--- src/sv/stp_pkg.sv ---
package stp_pkg;

	localparam int unsigned QUEUE_DEPTH = 2;
	localparam int unsigned NRM_FRAC = 14;

	localparam logic [1:0] CFG_VERTEX_A = 2'd0;
	localparam logic [1:0] CFG_VERTEX_B = 2'd1;
	localparam logic [1:0] CFG_VERTEX_C = 2'd2;

	typedef logic signed [15:0] c16_t;
	typedef logic signed [16:0] e17_t;
	typedef logic signed [17:0] p18_t;
	typedef logic signed [34:0] d35_t;
	typedef logic signed [71:0] den_t;

	typedef c16_t [2:0] vec16_t;
	typedef e17_t [2:0] vec17_t;
	typedef p18_t [2:0] vec18_t;

	// one query after the front stage: position, center relative to vertex a, radius
	typedef struct packed {
		vec16_t      obj;
		vec18_t      p;
		logic [14:0] rad;
	} item_t;

	// triangle constants derived from the vertex registers
	typedef struct packed {
		logic   ok;
		vec16_t a;
		vec16_t n;
		vec17_t e0;
		vec17_t e1;
		d35_t   d00;
		d35_t   d01;
		d35_t   d11;
		den_t   den;
	} tgl_t;

endpackage

--- src/sv/stp_queue.sv ---
module stp_queue #(
	parameter int unsigned DEPTH = stp_pkg::QUEUE_DEPTH
) (
	input  logic           clk,
	input  logic           arst_n,
	input  logic           push_valid,
	output logic           push_ready,
	input  stp_pkg::item_t push_item,
	output logic           pop_valid,
	input  logic           pop_ready,
	output stp_pkg::item_t pop_item
);
	import stp_pkg::*;

	localparam int unsigned PW = (DEPTH > 1) ? $clog2(DEPTH) : 1;
	localparam int unsigned CW = $clog2(DEPTH + 1);
	localparam logic [PW-1:0] LAST = PW'(DEPTH - 1);
	localparam logic [CW-1:0] FULL = CW'(DEPTH);

	item_t mem_q [DEPTH];
	logic [PW-1:0] wr_q, rd_q;
	logic [CW-1:0] cnt_q;
	logic do_push, do_pop;

	assign push_ready = (cnt_q != FULL);
	assign pop_valid  = (cnt_q != '0);
	assign do_push    = push_valid && push_ready;
	assign do_pop     = pop_valid && pop_ready;
	assign pop_item   = mem_q[rd_q];

	always_ff @(posedge clk or negedge arst_n) begin
		if (!arst_n) begin
			wr_q  <= '0;
			rd_q  <= '0;
			cnt_q <= '0;
		end else begin
			if (do_push)
				wr_q <= (wr_q == LAST) ? '0 : wr_q + PW'(1);
			if (do_pop)
				rd_q <= (rd_q == LAST) ? '0 : rd_q + PW'(1);
			if (do_push && !do_pop)
				cnt_q <= cnt_q + CW'(1);
			else if (do_pop && !do_push)
				cnt_q <= cnt_q - CW'(1);
		end
	end

	always_ff @(posedge clk) begin
		if (do_push)
			mem_q[wr_q] <= push_item;
	end

endmodule

--- config.mk ---
export PLATFORM = sky130hd
export DESIGN_NAME = stp_queue
export DESIGN_NICKNAME = d
export VERILOG_FILES = /design/src/sv/stp_pkg.sv /design/src/sv/stp_queue.sv
export SDC_FILE = /design/constraint.sdc
export NUM_CORES = 1
export LEC_CHECK = 0
export ABC_CLOCK_PERIOD_IN_PS = 8570
export BUFFER_PORTS_ARGS = -buffer_cell sky130_fd_sc_hd__buf_2
export CORE_ASPECT_RATIO = 0.8
export CORE_MARGIN = 3
export CORE_UTILIZATION = 52
export DETAILED_ROUTE_END_ITERATION = 12
export HOLD_SLACK_MARGIN = 0.1
export PLACE_DENSITY = 0.79
export SYNTH_ARGS = -nofsm -noshare
export SYNTH_HDL_FRONTEND = slang
export SYNTH_SLANG_ARGS = --single-unit
--- constraint.sdc ---
create_clock -name clk -period 8.57 [get_ports clk]
set_clock_uncertainty 0.1 [all_clocks]
set_input_delay 0.4285 -clock clk [delete_from_list [all_inputs] [get_ports clk]]
set_output_delay 0.4285 -clock clk [all_outputs]
set_load 0.02 [all_outputs]
# ---- Word-level counts from Yosys, hierarchy flattened
# Memories as Yosys holds them, arrays and structs flattened.
# Cells that the tools add are included.
dict set report word_totals {
  regBits 4
  mem_bits_rw 234
  input_bits 121
  elab_cells 23
  mem_count 1
}
# name words width rd rd_ports_with_merged_regs write_ports line_no
set mem_list {}
lappend mem_list {mem_q 2 117 1 0 1 stp_queue.sv:20} ;# item_t mem_q [DEPTH];
dict set report op_classes {
  add_sub_neg 4
  eq_ne 1
  muxes 6
  n_reduce_logical 8
}
# cell n
set ops {}
lappend ops {{logical AND 1 bit} 4}
lappend ops {{2-to-1 mux 1 bit} 4}
lappend ops {{2-to-1 mux 2 bit} 2}
lappend ops {{nonzero test 2 bit} 2}
lappend ops {{adder 1 bit (second input constant)} 2}
lappend ops {{adder 2 x 1 -> 2 bit (second input constant)} 1}
lappend ops {{zero test 1 bit} 2}
lappend ops {{!= test 2 bit (second input constant)} 1}
lappend ops {{subtractor 2 x 1 -> 2 bit (second input constant)} 1}

# ---- Depth between registers and ports, before layout
dict set report depth {
  depth_word 6
  depth_mapped 7
  ltp_nobuf 7
}

# ---- Worst setup path before layout
# No wires, ideal clock.
dict set report synth_timing {
  path_kind {reg-to-reg}
  start {register cnt_q[0]}
  end {memory mem_q[0][0] (netlist name), enable pin}
  setup_ps 594
  t_arrival_ps 5663
  required_time_ps 7876
  setup_slack_ps 2212
  stages_incl_launch_ff 4
  path_buffers 0
  path_cell_list {dfrtp_1 > nand2b_1 > nand2_1 > nor2_1}
}
dict set report synth_via {
  elab_chain_cells 4
}
# item line_no
set synth_lines {}
lappend synth_lines {{from (decl)} stp_queue.sv:22} ;# logic [CW-1:0] cnt_q;
lappend synth_lines {{from (signal assigned)} stp_queue.sv:42} ;# cnt_q <= cnt_q + CW'(1);
lappend synth_lines {{from (signal assigned)} stp_queue.sv:44} ;# cnt_q <= cnt_q - CW'(1);
lappend synth_lines {{!= test 2 bit} stp_queue.sv:25} ;# assign push_ready = (cnt_q != FULL);
lappend synth_lines {{net push_ready} stp_queue.sv:7} ;# output logic push_ready,
lappend synth_lines {{logical AND 1 bit} stp_queue.sv:27} ;# assign do_push = push_valid && push_ready;
lappend synth_lines {{2-to-1 mux 1 bit} stp_queue.sv:49} ;# if (do_push)
lappend synth_lines {{2-to-1 mux 1 bit (not written as such)} stp_queue.sv:50} ;# mem_q[wr_q] <= push_item;
lappend synth_lines {{to (decl)} stp_queue.sv:20}
# The timed path passes the listed nets, and every way through them passes these cells.

==> results_dict.tcl <==
set metrics [dict create \
    drc 0 \
    slowest_stage "dfrtp_4" \
    synth_compound_area_share_pct 0 \
    tightest_slew_ps 1020 \
    finalNonFillerCells 986 \
    grt_pass1_vias 5457 \
    power_density_nw_per_um2 331.8 \
    rows 41 \
    leakagePower_uw 0.004626 \
    postCtsSetupBuffers 0 \
    switching_share_pct 32.03 \
    synth_area_um2 8703 \
    numCtsBuffers 23 \
    p_int_uw 2714 \
    ys_types 15 \
    synth-adder-area-share_pct 0.1438 \
    peakVddDrop_v 0.0002645 \
    startpoint "rd_q" \
    worstPathMaxFanout 68 \
    min_from "pop_ready" \
    synthSimpleGateAreaFrac_pct 0.3882 \
    pin_count 240 \
    clkPwrFrac_pct 24.3 \
    fin_crit_ps 3464 \
    avgSynthCellArea_um2 22.78 \
    final-setup-viol-count 0 \
    layout_common_cells "buf_2 (239), edfxtp_1 (234), dlygate4sd3_1 (118)" \
    muxShareOfSynthArea_pct 16.00 \
    core_region_area_um2 16060 \
    grt_max_degree 69 \
    placed_cells 827 \
    hold_depth 3 \
    hpwl_um 11150 \
    start_util_pct 54.20 \
    crit_chain "buf_4 -> mux2_2 -> buf_2" \
    hold_class "primary input to flop" \
    critical_path_class "flop to output pin" \
    r2r_slack_ps 5910 \
    vias_per_cell 5.025 \
    synth.yosys.seq_area_share_pct 81.89 \
    synth-xor-area-share_pct 0.5032 \
    synth_cells 382 \
    critPathRequiredTime_ps 8040 \
    critPathMaxStageDelay_ps 840 \
    hold_violations 0 \
    fill_cells 902 \
    ctsLongestPathBuffers 3 \
    cts_resized 0 \
    hold_end "rd_q" \
    rsz0062_at_grt "no" \
    cts_max_level 1 \
    mostFrequentLayoutCell "buf_2" \
    routed_wl_um 18970 \
    period_share_pct 40.42 \
    fmax_mhz 288.7 \
    drt-pass1-iter-count 4 \
    slew_headroom_pct 31.99 \
    clkLatencyLatePin_ps 490 \
    numPortBuffers 239 \
    num_vias 4955 \
    drive_gt1_share_pct 51.43 \
    fin_setup_tns_ps 0 \
    rr_startpoint "cnt_q[0]" \
    p_switching_uw 1279 \
    cap_viol_max_count 0 \
    wl_per_cell_um 19.24 \
    r2r_cells 3 \
    worstSetupEndpointType "output pin" \
    syn_nets 504 \
    crit_path_start_kind "flop" \
    synth_top_family_by_area "multiplexers" \
    layout.nets 877 \
    gr-total-overflow 0 \
    ant_nets 0 \
    grt_pass1_wl_um 28720 \
    slew_viol_final 0 \
    p_comb_share_pct 32.9 \
    die_w_um 150.6 \
    cp_data_arrival_time_ps 2940 \
    antenna_found_initial 1 \
    syn2layout_area_growth_pct 38.27 \
    die-area_um2 18340 \
    die_y_um 121.7 \
    sequentialPowerShare_pct 42.8 \
    drtIter0Drc 260 \
    status "finished, final reports clean" \
    gp_congestion 0.7681 \
    ys.warnings.count 0 \
    r2r_end "mem_q[1][99]" \
    clkTransAtPathRegs_ps 60 \
    cts-root-buf "clkbuf_16" \
    grt_use_total_pct 20.18 \
    cts_sinks 238 \
    ys_ff_latch 238 \
    cts_tree "yes" \
]
-- how the worst max path moves through the flow --
stage	end	slack [ps]
after global placement	pop_item[5]	5680
after CTS	pop_item[89]	5110
after global routing	pop_item[89]	5010
final	pop_item[89]	5110
after floorplan	mem_q[0][0]	2210
after detailed placement	pop_item[89]	5650
-- metrics by stage --
step | instance area (um2) | utilization [%] | setup WS, ps | hold WS [ps] | power, uW
after detailed placement | 10120 | 63.06 | 5652 | 145.4 | 2987
after floorplan | 8703 | - | 2212 | 32.91 | 2629
after global routing | 12030 | 74.95 | 5012 | 154.7 | 4165
after global placement | 10120 | 63.06 | 5676 | 143.1 | 2949
after CTS | 12030 | 74.93 | 5106 | 121.5 | 4013
final | 12030 | 74.95 | 5106 | 148.9 | 3993
-- per-layer routing --
layer	vias to the layer above	global-route usage (%)	share of wire, %
met5	-	0	0
met1	2446	24.98	39
met3	29	4.983	7.6
met4	0	5.096	2.1
met2	213	35.96	51
li1	2267	-	-
-- final cells by class --
type | count | area [um2] | share of cell area, %
antenna | 1 | 2.502 | 0.02079
clock buffer | 27 | 590.6 | 4.907
clock inverter | 13 | 135.1 | 1.123
inverter | 1 | 3.754 | 0.03119
multi-input combinational | 130 | 1495 | 12.42
sequential | 238 | 7131 | 59.25
tap | 215 | 269.0 | 2.235
timing repair buffer | 361 | 2407 | 20.00
-- worst max-delay path, delay by kind of cell, from the launching register on --
kind     cells  cell delay, ps
buf+inv      2            1010
mux          1             440
flops        1             840
-- cell usage after synthesis --
master / instances / area [um2]
mux2_2: 97 / 1092
nand2b_1: 1 / 6.260
edfxtp_1: 234 / 7027
mux2_4: 20 / 300.3
xor2_1: 2 / 17.52
nand2_1: 2 / 7.510
ha_1: 1 / 12.51
buf_2: 9 / 45.04
dfrtp_1: 4 / 100.1
inv_1: 1 / 3.750
or2_2: 1 / 6.260
and3_1: 1 / 6.260
buf_6: 4 / 45.04
nor2_1: 2 / 7.510
xnor2_1: 3 / 26.28
-- flip-flops by register name (all words and copies together), names as in the netlist --
register and cells:
mem_q 234, wr_q 1, cnt_q 2, rd_q 1
-- timing repair --
action / in CTS / in global routing
hold buffers: 118 / 0
setup endpoints to repair: 0 / 0
endpoints found under the hold margin: 238 / 0
-- cell families after synthesis --
group         count (synthesis)
buf+inv                      14
simple gates                  7
xor+xnor                      5
flops                       238
mux                         117
fa+ha+maj                     1
-- power by group through the flow --
stage	logic, uW	registers [uW]	clock network, uW
after floorplan	933	1700	0
after global placement	1240	1710	0
after detailed placement	1260	1730	0
after CTS	1310	1710	995
after global routing	1390	1730	1040
final	1310	1710	972
No activity file was read; power rests on OpenSTA's default activity.
