**src/sv/stp_pkg.sv**
```systemverilog
package stp_pkg;

	localparam int unsigned QUEUE_DEPTH = 2;
	localparam int unsigned NRM_FRAC = 14;

	localparam logic [1:0] CFG_VERTEX_A = 2'd0;
	localparam logic [1:0] CFG_VERTEX_B = 2'd1;
	localparam logic [1:0] CFG_VERTEX_C = 2'd2;

	typedef logic signed [15:0] c16_t;
	typedef logic signed [16:0] e17_t;
	typedef logic signed [17:0] p18_t;
	typedef logic signed [34:0] d35_t;
	typedef logic signed [71:0] den_t;

	typedef c16_t [2:0] vec16_t;
	typedef e17_t [2:0] vec17_t;
	typedef p18_t [2:0] vec18_t;

	// one query after the front stage: position, center relative to vertex a, radius
	typedef struct packed {
		vec16_t      obj;
		vec18_t      p;
		logic [14:0] rad;
	} item_t;

	// triangle constants derived from the vertex registers
	typedef struct packed {
		logic   ok;
		vec16_t a;
		vec16_t n;
		vec17_t e0;
		vec17_t e1;
		d35_t   d00;
		d35_t   d01;
		d35_t   d11;
		den_t   den;
	} tgl_t;

endpackage

```
**src/sv/stp_front.sv**
```systemverilog
module stp_front (
	input  logic           clk,
	input  logic           arst_n,
	input  logic           busy,
	input  stp_pkg::vec16_t a,
	input  logic           in_valid,
	output logic           in_ready,
	input  stp_pkg::vec16_t obj,
	input  stp_pkg::vec16_t off,
	input  logic [14:0]    rad,
	output logic           push_valid,
	input  logic           push_ready,
	output stp_pkg::item_t push_item
);
	import stp_pkg::*;

	logic  f_v_q;
	item_t f_item_q;
	logic  acc;

	assign in_ready = !busy && (!f_v_q || push_ready);
	assign acc      = in_valid && in_ready;

	always_ff @(posedge clk or negedge arst_n) begin
		if (!arst_n)
			f_v_q <= 1'b0;
		else if (acc)
			f_v_q <= 1'b1;
		else if (push_ready)
			f_v_q <= 1'b0;
	end

	// sphere center relative to vertex a
	always_ff @(posedge clk) begin
		if (acc) begin
			for (int i = 0; i < 3; i++)
				f_item_q.p[i] <= p18_t'(obj[i]) + p18_t'(off[i]) - p18_t'(a[i]);
			f_item_q.obj <= obj;
			f_item_q.rad <= rad;
		end
	end

	assign push_valid = f_v_q;
	assign push_item  = f_item_q;

endmodule

```
**config.mk**
```make
export PLATFORM = sky130hd
export DESIGN_NAME = stp_front
export DESIGN_NICKNAME = d
export VERILOG_FILES = /design/src/sv/stp_pkg.sv /design/src/sv/stp_front.sv
export SDC_FILE = /design/constraint.sdc
export NUM_CORES = 1
export LEC_CHECK = 0
export ABC_CLOCK_PERIOD_IN_PS = 3900
export BUFFER_PORTS_ARGS = -buffer_cell sky130_fd_sc_hd__buf_4
export CAP_MARGIN = 0
export CORE_MARGIN = 3
export CORE_UTILIZATION = 45
export CTS_CLUSTER_DIAMETER = 50
export DETAILED_ROUTE_END_ITERATION = 12
export PLACE_DENSITY_LB_ADDON = 0.2
export SKIP_LAST_GASP = 1
export SYNTH_ARGS = -nofsm -noshare
export SYNTH_HDL_FRONTEND = slang
export SYNTH_SLANG_ARGS = --single-unit
```
**constraint.sdc**
```tcl
create_clock -name clk -period 3.9 [get_ports clk]
set_input_delay 0.585 -clock clk [delete_from_list [all_inputs] [get_ports clk]]
set_output_delay 0.585 -clock clk [all_outputs]
set_load 0.01 [all_outputs]
```
### Yosys cells after proc, flatten, opt, wreduce, memory -nomap -nowiden

Index checks and enable logic that the tools add are counted.

* ROM bits: 0
* output and inout port bits: 119
* input port bits: 164
* memory bits (writable): 0
* memories: 0
* bits in latches: 0
* register bits: 118

* mux-type cells: 2
* div/mod/pow operators: 0
* eq/ne operators: 0
* bitwise operators: 0
* multiply operators: 0
* order comparisons: 0
* add/sub/neg operators: 6
* shift-type cells: 0
* reductions and logical operators: 6

Operators by type and width (count)
* $sub A17 B16 Y18: 3
* $add A16 B16 Y17: 3
* $logic_and A1 B1 Y1: 2
* $logic_not A1 Y1: 2
* $mux W1: 2
* $reduce_bool A2 Y1: 1
* $logic_or A1 B1 Y1: 1

### Depth between registers and ports, before layout

Gate-level depths: netlist of the first run.

* word-level depth: 5
* mapped depth: 12
* depth with buffers taken out: 12

### Least setup slack after synthesis of the first run

No wires, ideal clock.

* path kind: input to register
* start: input push_ready
* end: register f_item_q, in the netlist push_item[0], enable pin
* data required time: 3.410 ns
* setup slack: -0.242 ns
* buffers on the path: 0
* setup time: 0.490 ns
* arrival: 3.652 ns
* stages on the path: 3
* cell sequence: inv_1 > a21oi_1 > and2_1

* longest elaborated chain between the ends: 3

Ends and longest elaborated chain
* start, declared: RTL line stp_front.sv:12 `input logic push_ready,`
* $logic_or A1 B1 Y1: RTL line stp_front.sv:21 `assign in_ready = !busy && (!f_v_q || push_ready);`
* $logic_and A1 B1 Y1: RTL line stp_front.sv:21
* net in_ready: RTL line stp_front.sv:7 `output logic in_ready,`
* $logic_and A1 B1 Y1: RTL line stp_front.sv:22 `assign acc = in_valid && in_ready;`
* net acc: RTL line stp_front.sv:19 `logic acc;`
* end, declared: RTL line stp_front.sv:18 `item_t f_item_q;`

The timed path passes the listed nets, and every way through them passes these cells.
A chain may end at the register's enable or synchronous reset.

### Worst setup path in the final report of the first run

* start: input a[32] (netlist name)
* end: register f_item_q, in the netlist push_item[65], data pin

* longest elaborated chain between the ends: 1

Ends and longest elaborated chain
* start, declared: RTL line stp_front.sv:5 `input stp_pkg::vec16_t a,`
* $sub A17 B16 Y18: RTL line stp_front.sv:37 `f_item_q.p[i] <= p18_t'(obj[i]) + p18_t'(off[i]) - p18_t'(a[i]);`

No other way between the ends.

==> summary.md, run 1 <==
| Metric | Value |
|---|---|
| CTS root buffer | clkbuf_16 |
| Clock network fraction of design power | a little under a third |
| Die Ht | 137 um |
| Drt pass-1 iters | 5 |
| EDFF count, synth | 117 |
| Register area | about 3500 sq um |
| Warnings from Yosys | 0 |
| Worst R2R End | push_item[23]$_DFFE_PP_ |
| Initial antenna violation count | 0 |
| Final Max Tran Viols | 0 |
| Worst setup margin | between 1 and 1.5 ns |
| Post-Syn Area | about 7700 sq um |
| Synth Instances | 704 |
| Switch share | 30.3% |
| Share of cells above drive strength 1 | 31.8% |
| Dominant synthesized flop cell | edfxtp_1 |
| Comb power frac | 33.2% |
| Wire length per cell | 14.4 um |
| Post-Route WL | between 15000 and 20000 um |
| CP max stage delay | roughly 0.45 ns |
| Pwr dens | 427 nW/um^2 |
| Num CTS Buffers | 17 |
| Reg2reg path depth | 3 |
| WHS Path Cells | 1 |
| Crit end category | register |
| Via count | a little under 6000 |
| CTS H-tree depth | 4 |
| Seq cells post-synth | 118 |
| Post-synthesis cell type count | 50 |
| Critical path cell sequence | buf_4 -> ha_1 -> inv_1 -> ha_1 -> inv_1 -> fa_1 -> nand2b_1 -> a21oi_1 -> o21ai_1 -> o21ai_1 -> a31oi_1 -> xnor2_1 |
| Critical path launch point type | input port |
| Unrepaired setup endpoints after global routing | false |
| Worst-Skew Late Latency | between 0.4 and 0.5 ns |
| CTS tree | yes |
| Grt total ovfl | 0 |
| Pleak | around 5.2 nW |
| Sequential share of the synthesized area | 46.1% |
| Max-cap violations | 0 |
| Reg2Reg Launch Point | push_valid$_DFFE_PN0P_ |
| RD Place Congestion | 0.851 |
| Starting Density | approximately 46% |
| Longest Clk Path Bufs | 2 |
| Hold path endpoint | push_item[12]$_DFFE_PP_ |
| Initial drt markers | approximately 320 |
| DP Worst Slack | between 0.7 and 0.8 ns |
| Nets | ~1300 |
| Tightest Pin Transition | 0.540 ns |
| Global-route wire length before repair | 27800 um |
| Hold path start | rad[12] |
| Post-layout min period | approximately 2.8 ns |
| Status | complete, no violations |
| Multi-input logic area | roughly 3300 sq um |
| Hold Crit Class | in2reg |
| Dpl hpwl | around 14000 um |
| Net Sw Power | about 1.4 mW |
| DR vias/cell | 4.75 |
| Post-route ant nets | 0 |
| Critical Path Slowest Stage Cell | fa_1 |
| Pwr Total | ~4.5 mW |
| Max Fclk | 363 MHz |
| Largest net degree at the start of global routing | 54 |
| Clk slew on worst S/H paths | roughly 0.050 ns |
| Die W | ~140 um |
| Rows | 47 |
| Vias in the first global route | 5749 |
| # setup viols final | 0 |
| Drt drc | 0 |
| Cells after DPL | roughly 1200 |
| Layout Cells excl Fill | between 1000 and 1500 |
| Diode count | 0 |
| Final hold vios | 0 |
| Setup CP Type | in2reg |
| Pint | 3.15 mW |
| Post-CTS Repair Setup Buffers | 0 |
| Worst EP arrival | around 2.9 ns |
| Flop pwr share | 35.7% |
| IO Pins | 283 |
| Rel. slew slack | 64.0% |
| Setup Total Neg Slack | 0 ns |
| Hold_ws | roughly 0.35 ns |
| Crit share post-route | a little over two thirds |
| Worst VDD drop | between 200 and 300 uV |
| P&R area growth vs syn | 38.0% |
| FILL cells | 1407 |
| WP data required | ~4.1 ns |
| Syn Area/Cell | 10.9 sq um |
| Die area | 18700 sq um |
| Port Buffers | 282 |
| CP max FO | 3 |
| CTS Sinks | roughly 120 |
| Core box area | 16600 sq um |
| Mapped Nets | 970 |
| Gr usage total | between 10% and 20% |
| Post-synthesis async set-or-reset flop share | 0.847% |
| R2r setup slk | 2.00 ns |
| Layout Skew | about 0.011 ns |
layer usage:
layer	wire [um]	global-route usage (%)
met3	1480	5.70
met4	380	7.50
met1	6950	22.9
met2	8950	32.2
met5	0	0
per-stage QoR:
step | area [sq um] | util [%]
2_1_floorplan | 7680 | -
3_3_place_gp | 10100 | 60.4
3_5_place_dp | 10100 | 60.4
4_1_cts | 10600 | 63.7
5_1_grt | 10600 | 63.7
6_report | 10600 | 63.7
cells in the final DEF, fill, tap and decap left out, drive strengths merged, types with 2 or more instances in the layout:
cell and instances:
a41oi 3, xor2 15, ha 54, a21o 14
clkinv 3, edfxtp 117, o31ai 4, nor3 6
xnor2 25, nand2 39, and2 4, nand4 6
clkbuf 28, a21oi 35, nor2b 8, o21a 5
o211ai 6, nand3 11, o21ai 28, fa 48
a221oi 2, inv 203, buf 284, a31oi 10
a2111oi 2, nor2 22, and3 3, a211oi 5
o21bai 2, nand2b 4
cells in the mapped netlist, types with 2 or more instances:
| cell | number | area (sq um) |
|---|---|---|
| clkbuf_1 | 4 | 15.0 |
| nor3_1 | 6 | 30.0 |
| buf_2 | 6 | 30.0 |
| nand4_1 | 6 | 37.5 |
| nor2_1 | 20 | 75.1 |
| a211oi_1 | 4 | 30.0 |
| nor2b_1 | 8 | 50.1 |
| and3_1 | 3 | 18.8 |
| o211ai_1 | 6 | 45.0 |
| edfxtp_1 | 117 | 3510 |
| a21oi_2 | 3 | 26.3 |
| o21bai_1 | 2 | 15.0 |
| a21o_1 | 13 | 97.6 |
| a221oi_1 | 2 | 17.5 |
| a21oi_1 | 32 | 160 |
| nand2b_1 | 4 | 25.0 |
| xnor2_1 | 25 | 219 |
| nor2_2 | 2 | 12.5 |
| nand2_1 | 39 | 146 |
| ha_1 | 54 | 676 |
| and2_1 | 4 | 25.0 |
| a41oi_1 | 2 | 17.5 |
| nand3_1 | 11 | 55.1 |
| fa_1 | 48 | 961 |
| o21ai_0 | 7 | 35.0 |
| o21ai_1 | 20 | 100 |
| o21a_1 | 5 | 37.5 |
| a31oi_1 | 10 | 62.6 |
| o31ai_1 | 4 | 30.0 |
| xor2_1 | 15 | 131 |
| inv_1 | 203 | 762 |
registers in the layout, indices dropped and copies added (netlist names):
register and cells:
push_item 117, push_valid 1
power by group through the flow:
| stage | clock network [mW] | logic [mW] | registers [mW] |
|---|---|---|---|
| 4_1_cts | 1.44 | 1.51 | 1.62 |
| 3_5_place_dp | 0 | 1.50 | 1.64 |
| 5_1_grt | 1.51 | 1.69 | 1.62 |
| 2_1_floorplan | 0 | 0.926 | 1.70 |
| 6_report | 1.41 | 1.50 | 1.61 |
| 3_3_place_gp | 0 | 1.48 | 1.64 |
critical path, delay by kind of cell:
kind | cells | cell delay (ns)
xor gates and xnor gates | 1 | 0.14
buffers and inverters | 3 | 0.25
AOI/OAI and AO/OA | 4 | 0.83
and+or+nand+nor | 1 | 0.18
adders and majority gates | 3 | 0.93
cells by family after synthesis:
logic type                 after synthesis  synth area share (%)
DFF                                    118                  46.1
AOI/OAI and AO/OA                      125                  11.0
buffers and inverters                  213                  10.5
and+or+nand+nor                        105                  6.39
adders and majority gates              102                  21.3
xor gates and xnor gates                40                  4.56
muxes                                    1                 0.130
timing repair:
item,4_1_cts,5_1_grt
gates resized for setup,0,0
hold buffers,1,0
endpoints found under the hold margin,1,0
worst max-delay path by stage:
stage | startpoint | end | slack (ns)
after CTS | a[32] | push_item[65]$_DFFE_PP_ | 1.19
after global routing | a[32] | push_item[65]$_DFFE_PP_ | 0.99
after detailed placement | a[32] | push_item[65]$_DFFE_PP_ | 0.79
final | a[32] | push_item[65]$_DFFE_PP_ | 1.15
after floorplan | push_ready | push_item[0]$_DFFE_PP_ | 1.05
after global placement | a[32] | push_item[65]$_DFFE_PP_ | 0.81
layout make-up:
class,count,share of cell area (%)
well taps,220,2.60
multi-input cells,373,31.5
flip-flops and latches,118,33.4
inverters,203,7.19
clock buffers,28,4.78
repair buffers,285,20.3
clock inverters,4,0.213
Note: power is estimated with default switching activity, not from simulation.
==> run 2: changes to the inputs <==
ABC_AREA = 1   (was not set)
ABC_CLOCK_PERIOD_IN_PS = 2200   (was 3900)
clock period = 2.2 ns   (was 3.9 ns; I/O delays follow)
==> summary.md, run 2 <==
| Metric | Value |
|---|---|
| Status | complete, no violations |
| Die area | slightly below 20000 sq um |
| Grt total ovfl | 0 |
| Die Ht | ~140 um |
| DP Worst Slack | -0.207 ns |
| Largest family of logic cells by synthesized area | adder cells |
| Via count | ~7000 |
| Dominant synthesized flop cell | edfxtp_1 |
| Rows | 48 |
| Global-route wire length before repair | 33300 um |
| CTS H-tree depth | 4 |
| Worst EP arrival | around 2.2 ns |
| CP max FO | 4 |
| Critical path launch point type | input port |
| Starting Density | approximately 46% |
| Top cells by area in the synthesized netlist | edfxtp_1 (44%), inv_1 (12%), fa_1 (12%), nand2_1 (9.7%), ha_1 (8.4%) |
| Critical Path Slowest Stage Cell | fa_1 |
| DR vias/cell | about 4.6 |
| Port Buffers | 282 |
| Clk slew on worst S/H paths | approximately 0.060 ns |
| # hold bufs at CTS | 1 |
| Most frequent cells in the layout | buf_4 (354), inv_1 (267), nand2_1 (208), edfxtp_1 (117), ha_1 (53) |
| Die W | about 140 um |
| Layout Cells excl Fill | about 1500 |
| EDFF count, synth | approximately 120 |
| Final Max Tran Viols | 0 |
| Num CTS Buffers | 17 |
| Cells after DPL | around 1500 |
| Worst VDD drop | roughly 550 uV |
| # setup viols final | 0 |
| CTS tree | yes |
| Post-Route WL | ~20000 um |
| Rel. slew slack | roughly three quarters |
| Initial antenna violation count | 0 |
| CP Buf/Inv Count | 2 |
| Diode count | 0 |
| Drt pass-1 iters | 5 |
| Max FFs per register | between 100 and 150 |
| CTS root buffer | clkbuf_16 |
| IO Pins | between 200 and 300 |
| Post-Syn Area | about 8000 sq um |
| Post-synthesis cell type count | 23 |
| Post-synth top area share | a little over two fifths |
| Worst setup margin | roughly 0.2 ns |
| Pwr dens | roughly 750 nW/um^2 |
| Critical path cell sequence | buf_4 -> fa_1 -> inv_1 -> ha_1 -> a21oi_1 -> nand2_1 -> nand2_1 -> nand3_2 -> nand2_1 -> nand2_1 -> nand2_1 -> nand2_1 |
| Synth Area in Adders | approximately 20% |
| Crit end category | register |
| Crit share post-route | between 90% and 100% |
| Core box area | approximately 17000 sq um |
| Proportion of synthesized area in mux cells | 0% |
| Wire length per cell | around 13 um |
| Mapped Nets | 1163 |
| Max Fclk | 500 MHz |
| Unrepaired setup endpoints after global routing | false |
| Post-route ant nets | 0 |
| Largest net degree at the start of global routing | 64 |
| Post-synth top cells | inv_1 (268), nand2_1 (208), edfxtp_1 (117), ha_1 (54), fa_1 (48) |
| Post-synthesis async set-or-reset flop share | less than 1% |
| Pleak | around 6.3 nW |
| Worst path most repeated cell | nand2_1 |
| CTS resizes | 0 |
| Share of cells above drive strength 1 | 30.9% |
| WP data required | around 2.4 ns |
| P&R area growth vs syn | 44.4% |
| Pwr Total | about 8.7 mW |
| Simple-gate area share of the yosys netlist | 16.5% |
| Final hold vios | 0 |
| Most common cell after layout, fill and taps aside | buf_4 |
| Setup CP Type | in2reg |
| Hold Crit Class | in2reg |
| Cell taking the most area after synthesis | edfxtp_1 |
| WP depth | 12 |
| Initial drt markers | 256 |
| CP max stage delay | about 0.53 ns |
| WHS Path Cells | 1 |
| Synth Instances | 897 |
| Worst-Skew Late Latency | 0.41 ns |
| Post-synthesis xor/xnor area fraction | under 10% |
| Tightest Pin Transition | roughly 0.37 ns |
| RD Place Congestion | slightly below 0.9 |
| Sequential share of the synthesized area | a little over two fifths |
| Synth Area in Compound Gates | approximately 4.1% |
| Layout Skew | 0.00766 ns |
| Nets | between 1500 and 2000 |
| Drt drc | 0 |
| Seq cells post-synth | around 120 |
| Warnings from Yosys | 0 |
| Max-cap violations | 0 |
| Cell family with most CP delay | adder cells |
| Dpl hpwl | approximately 17000 um |
| Top-count cell post-synth | inv_1 |
| Vias in the first global route | just over 7000 |
| Post-layout min period | around 2 ns |
| Syn Area/Cell | ~9.0 sq um |
| Reg2reg path depth | 4 |
| Final Core Density | roughly two thirds |
| Gr usage total | about a fifth |
| Post-CTS Repair Setup Buffers | 0 |
| Longest Clk Path Bufs | 2 |
| CTS Sinks | ~120 |
## run 2: cell count changes in the layout (fill, tap and decap cells not counted), sizes merged, moves of 19 or more
cell and change:
nor2 +26, nand3 +32, inv +65, buf +72, nand2 +175, xnor2 -19
## run 2: cell families after synthesis
group	after synthesis
simple gates	321
buf+inv	268
flops	118
fa+ha+maj	102
compound gates	64
xor+xnor	24
## run 2: where the power goes
group / internal, mW / leakage (nW) / switching [mW] / total [mW]
registers: 2.79 / 1.10 / 0.0544 / 2.84
clock network: 1.75 / 0.280 / 0.988 / 2.74
logic: 1.46 / 4.90 / 1.65 / 3.11
## run 2: path summary, 6_finish.rpt
| check | end | slack, ns | start |
|---|---|---|---|
| setup reg to reg | push_item[60]$_DFFE_PP_ | 0.68 | push_valid$_DFFE_PN0P_ |
| max in group asynchronous | push_valid$_DFFE_PN0P_ | 1.88 | arst_n |
| hold reg to reg | push_valid$_DFFE_PN0P_ | 0.59 | push_valid$_DFFE_PN0P_ |
| hold / removal | push_item[3]$_DFFE_PP_ | 0.09 | rad[3] |
| setup / recovery | push_item[28]$_DFFE_PP_ | 0.20 | a[4] |
| min in group asynchronous | push_valid$_DFFE_PN0P_ | 0.24 | arst_n |
## run 2: layer usage
| layer | routed length [um] | share of wire (%) | global-route usage [%] | up-vias |
|---|---|---|---|---|
| met1 | 8250 | 41 | 25.5 | 3157 |
| li1 | - | - | - | 3496 |
| met4 | 330 | 1.6 | 6.32 | 0 |
| met5 | 0 | 0 | 0 | - |
| met2 | 10100 | 50 | 37.3 | 242 |
| met3 | 1570 | 7.7 | 5.50 | 25 |
## run 2: layout make-up
cell class | count | area (sq um)
sequential | 118 | 3540
multi-input combinational | 511 | 3520
clock buffer | 19 | 433
tap | 225 | 282
timing repair buffer | 357 | 2710
inverter | 268 | 1010
clock inverter | 13 | 138
fill | 1444 | 5790
## run 2: per-stage QoR
step	hold slack (ns)	TNS (ns)	instance area [sq um]
4_1_cts	0.0705	0	11600
5_1_grt	0.0750	0	11600
2_1_floorplan	0.0344	-176.73	8070
6_report	0.0911	0	11600
3_3_place_gp	0.106	-3.81	11000
3_5_place_dp	0.106	-4.75	11000
==> run 3: changes to the inputs <==
ABC_CLOCK_PERIOD_IN_PS = 2150   (was 2200)
CTS_CLUSTER_SIZE = 40   (was not set)
clock period = 2.15 ns   (was 2.2 ns; I/O delays follow)
==> summary.md, run 3 (synthesis results as in run 2) <==
| Metric | Value |
|---|---|
| Drt drc | 0 |
| IO Pins | about 280 |
| Most frequent cells in the layout | buf_4 (367), inv_1 (267), nand2_1 (208), edfxtp_1 (117), ha_1 (53) |
| Die Ht | about 140 um |
| Post-route ant nets | 0 |
| Crit share post-route | between 90% and 100% |
| CTS root buffer | clkbuf_16 |
| Clk slew on worst S/H paths | roughly 0.060 ns |
| R2r setup slk | just under 0.6 ns |
| Pwr dens | between 700 and 800 nW/um^2 |
| Post-layout min period | ~2 ns |
| Post-CTS Repair Setup Buffers | 0 |
| Reg2Reg Launch Point | push_valid$_DFFE_PN0P_ |
| Layout Skew | about 0.0061 ns |
| Wire length per cell | roughly 13 um |
| Cells after DPL | ~1500 |
| Final Core Density | 68.1% |
| Grt total ovfl | 0 |
| Status | complete, no violations |
| CTS Sinks | about 120 |
| Global-route wire length before repair | roughly 33000 um |
| Worst VDD drop | 528 uV |
| CTS tree | yes |
| Final hold vios | 0 |
| Max Fclk | roughly 490 MHz |
| Die W | around 140 um |
| Initial antenna violation count | 0 |
| Longest Clk Path Bufs | 2 |
| Setup CP Type | in2reg |
| Pleak | about 6.4 nW |
| WP data required | about 2.3 ns |
| DR vias/cell | roughly 4.6 |
| Post-Route WL | between 20000 and 25000 um |
| Share of cells above drive strength 1 | about a third |
| Initial drt markers | between 200 and 300 |
| CP startpoint | a[0] |
| Setup Total Neg Slack | 0 ns |
| Final Max Tran Viols | 0 |
| Hold Crit Class | in2reg |
| Tightest Pin Transition | about 0.5 ns |
| CTS resizes | 0 |
| CP max FO | 3 |
| Nets | about 1600 |
| CP endpoint | push_item[25]$_DFFE_PP_ |
| CTS H-tree depth | 4 |
| Rel. slew slack | about 66% |
| Max-cap violations | 0 |
| Worst-Skew Late Latency | between 0.4 and 0.5 ns |
| Most common cell after layout, fill and taps aside | buf_4 |
| Largest net degree at the start of global routing | 35 |
| Core box area | 17400 sq um |
| Hold_ws | about 0.084 ns |
| Port Buffers | about 280 |
| Dpl hpwl | 16500 um |
| Via count | slightly above 7000 |
| Starting Density | roughly 46% |
| Drt pass-1 iters | 4 |
| Worst R2R End | push_item[45]$_DFFE_PP_ |
| Max FFs per register | about 120 |
| Crit end category | register |
| Gr usage total | 21.1% |
| Die area | 19500 sq um |
| # hold bufs at CTS | 1 |
| Rows | 48 |
| RD Place Congestion | between 0.8 and 0.9 |
| # setup viols final | 0 |
| Vias in the first global route | around 7100 |
| Num CTS Buffers | 17 |
| Worst EP arrival | ~2.2 ns |
| Reg2reg path depth | 4 |
| P&R area growth vs syn | 47.3% |
| Unrepaired setup endpoints after global routing | false |
| Layout Cells excl Fill | about 1500 |
| Critical path launch point type | input port |
-- run 3: changes by cell type in the layout (fill, tap and decap cells not counted), moves of 2 or more --
cell	before	now
fa_1	48	46
bufinv_16	3	6
clkinvlp_4	1	4
clkinv_4	0	2
fa_2	0	2
clkinv_2	5	0
clkinv_1	4	1
inv_6	0	2
buf_4	354	367
clkbuf_1	2	0
-- run 3: critical path, stage by stage --
cell and delay, ns:
buf_4 0.11, ha_1 0.28, inv_1 0.06, ha_2 0.17, inv_1 0.06, fa_2 0.38
nand3b_1 0.16, nand2_1 0.11, nand2_1 0.06, nand2_1 0.11, nand3_1 0.13, nand3_1 0.12
nand2_1 0.10
-- run 3: worst min-delay path by stage --
stage	slack (ns)	end	cells after the start	from
floorplan	0.03	push_valid$_DFFE_PN0P_	0	arst_n
global placement	0.1	push_valid$_DFFE_PN0P_	1	arst_n
detailed placement	0.1	push_valid$_DFFE_PN0P_	1	arst_n
CTS	0.06	push_item[5]$_DFFE_PP_	1	rad[5]
global route	0.06	push_item[6]$_DFFE_PP_	1	rad[6]
finish	0.08	push_item[11]$_DFFE_PP_	1	rad[11]
-- run 3: metrics by stage --
step | instance area, sq um | setup slack [ns] | total power, mW
2_1_floorplan | 8070 | -1.56 | 4.76
3_3_place_gp | 11200 | -0.225 | 6.14
3_5_place_dp | 11200 | -0.231 | 6.21
4_1_cts | 11900 | 0.156 | 9.54
5_1_grt | 11900 | 0.0257 | 10.1
6_report | 11900 | 0.124 | 9.45
-- run 3: final cells by class --
class                      instances  area [sq um]
antenna                            1          2.50
clock buffer                      17           425
clock inverter                    15           249
fill                            1453          5560
inverter                         268          1010
multi-input combinational        511          3530
sequential                       118          3540
tap                              225           282
timing repair buffer             371          2830
-- run 3: routing by layer --
metal	up-vias	GRT usage (%)	wire length [um]
met5	-	0	0
met4	0	6.48	353
met3	27	5.95	1580
met2	251	37.4	10500
met1	3250	25.0	8160
li1	3530	-	-
-- run 3: where the power goes --
group          switching [mW]  internal (mW)
sequential             0.0502           2.85
clock                    1.09           2.18
combinational            1.71           1.57
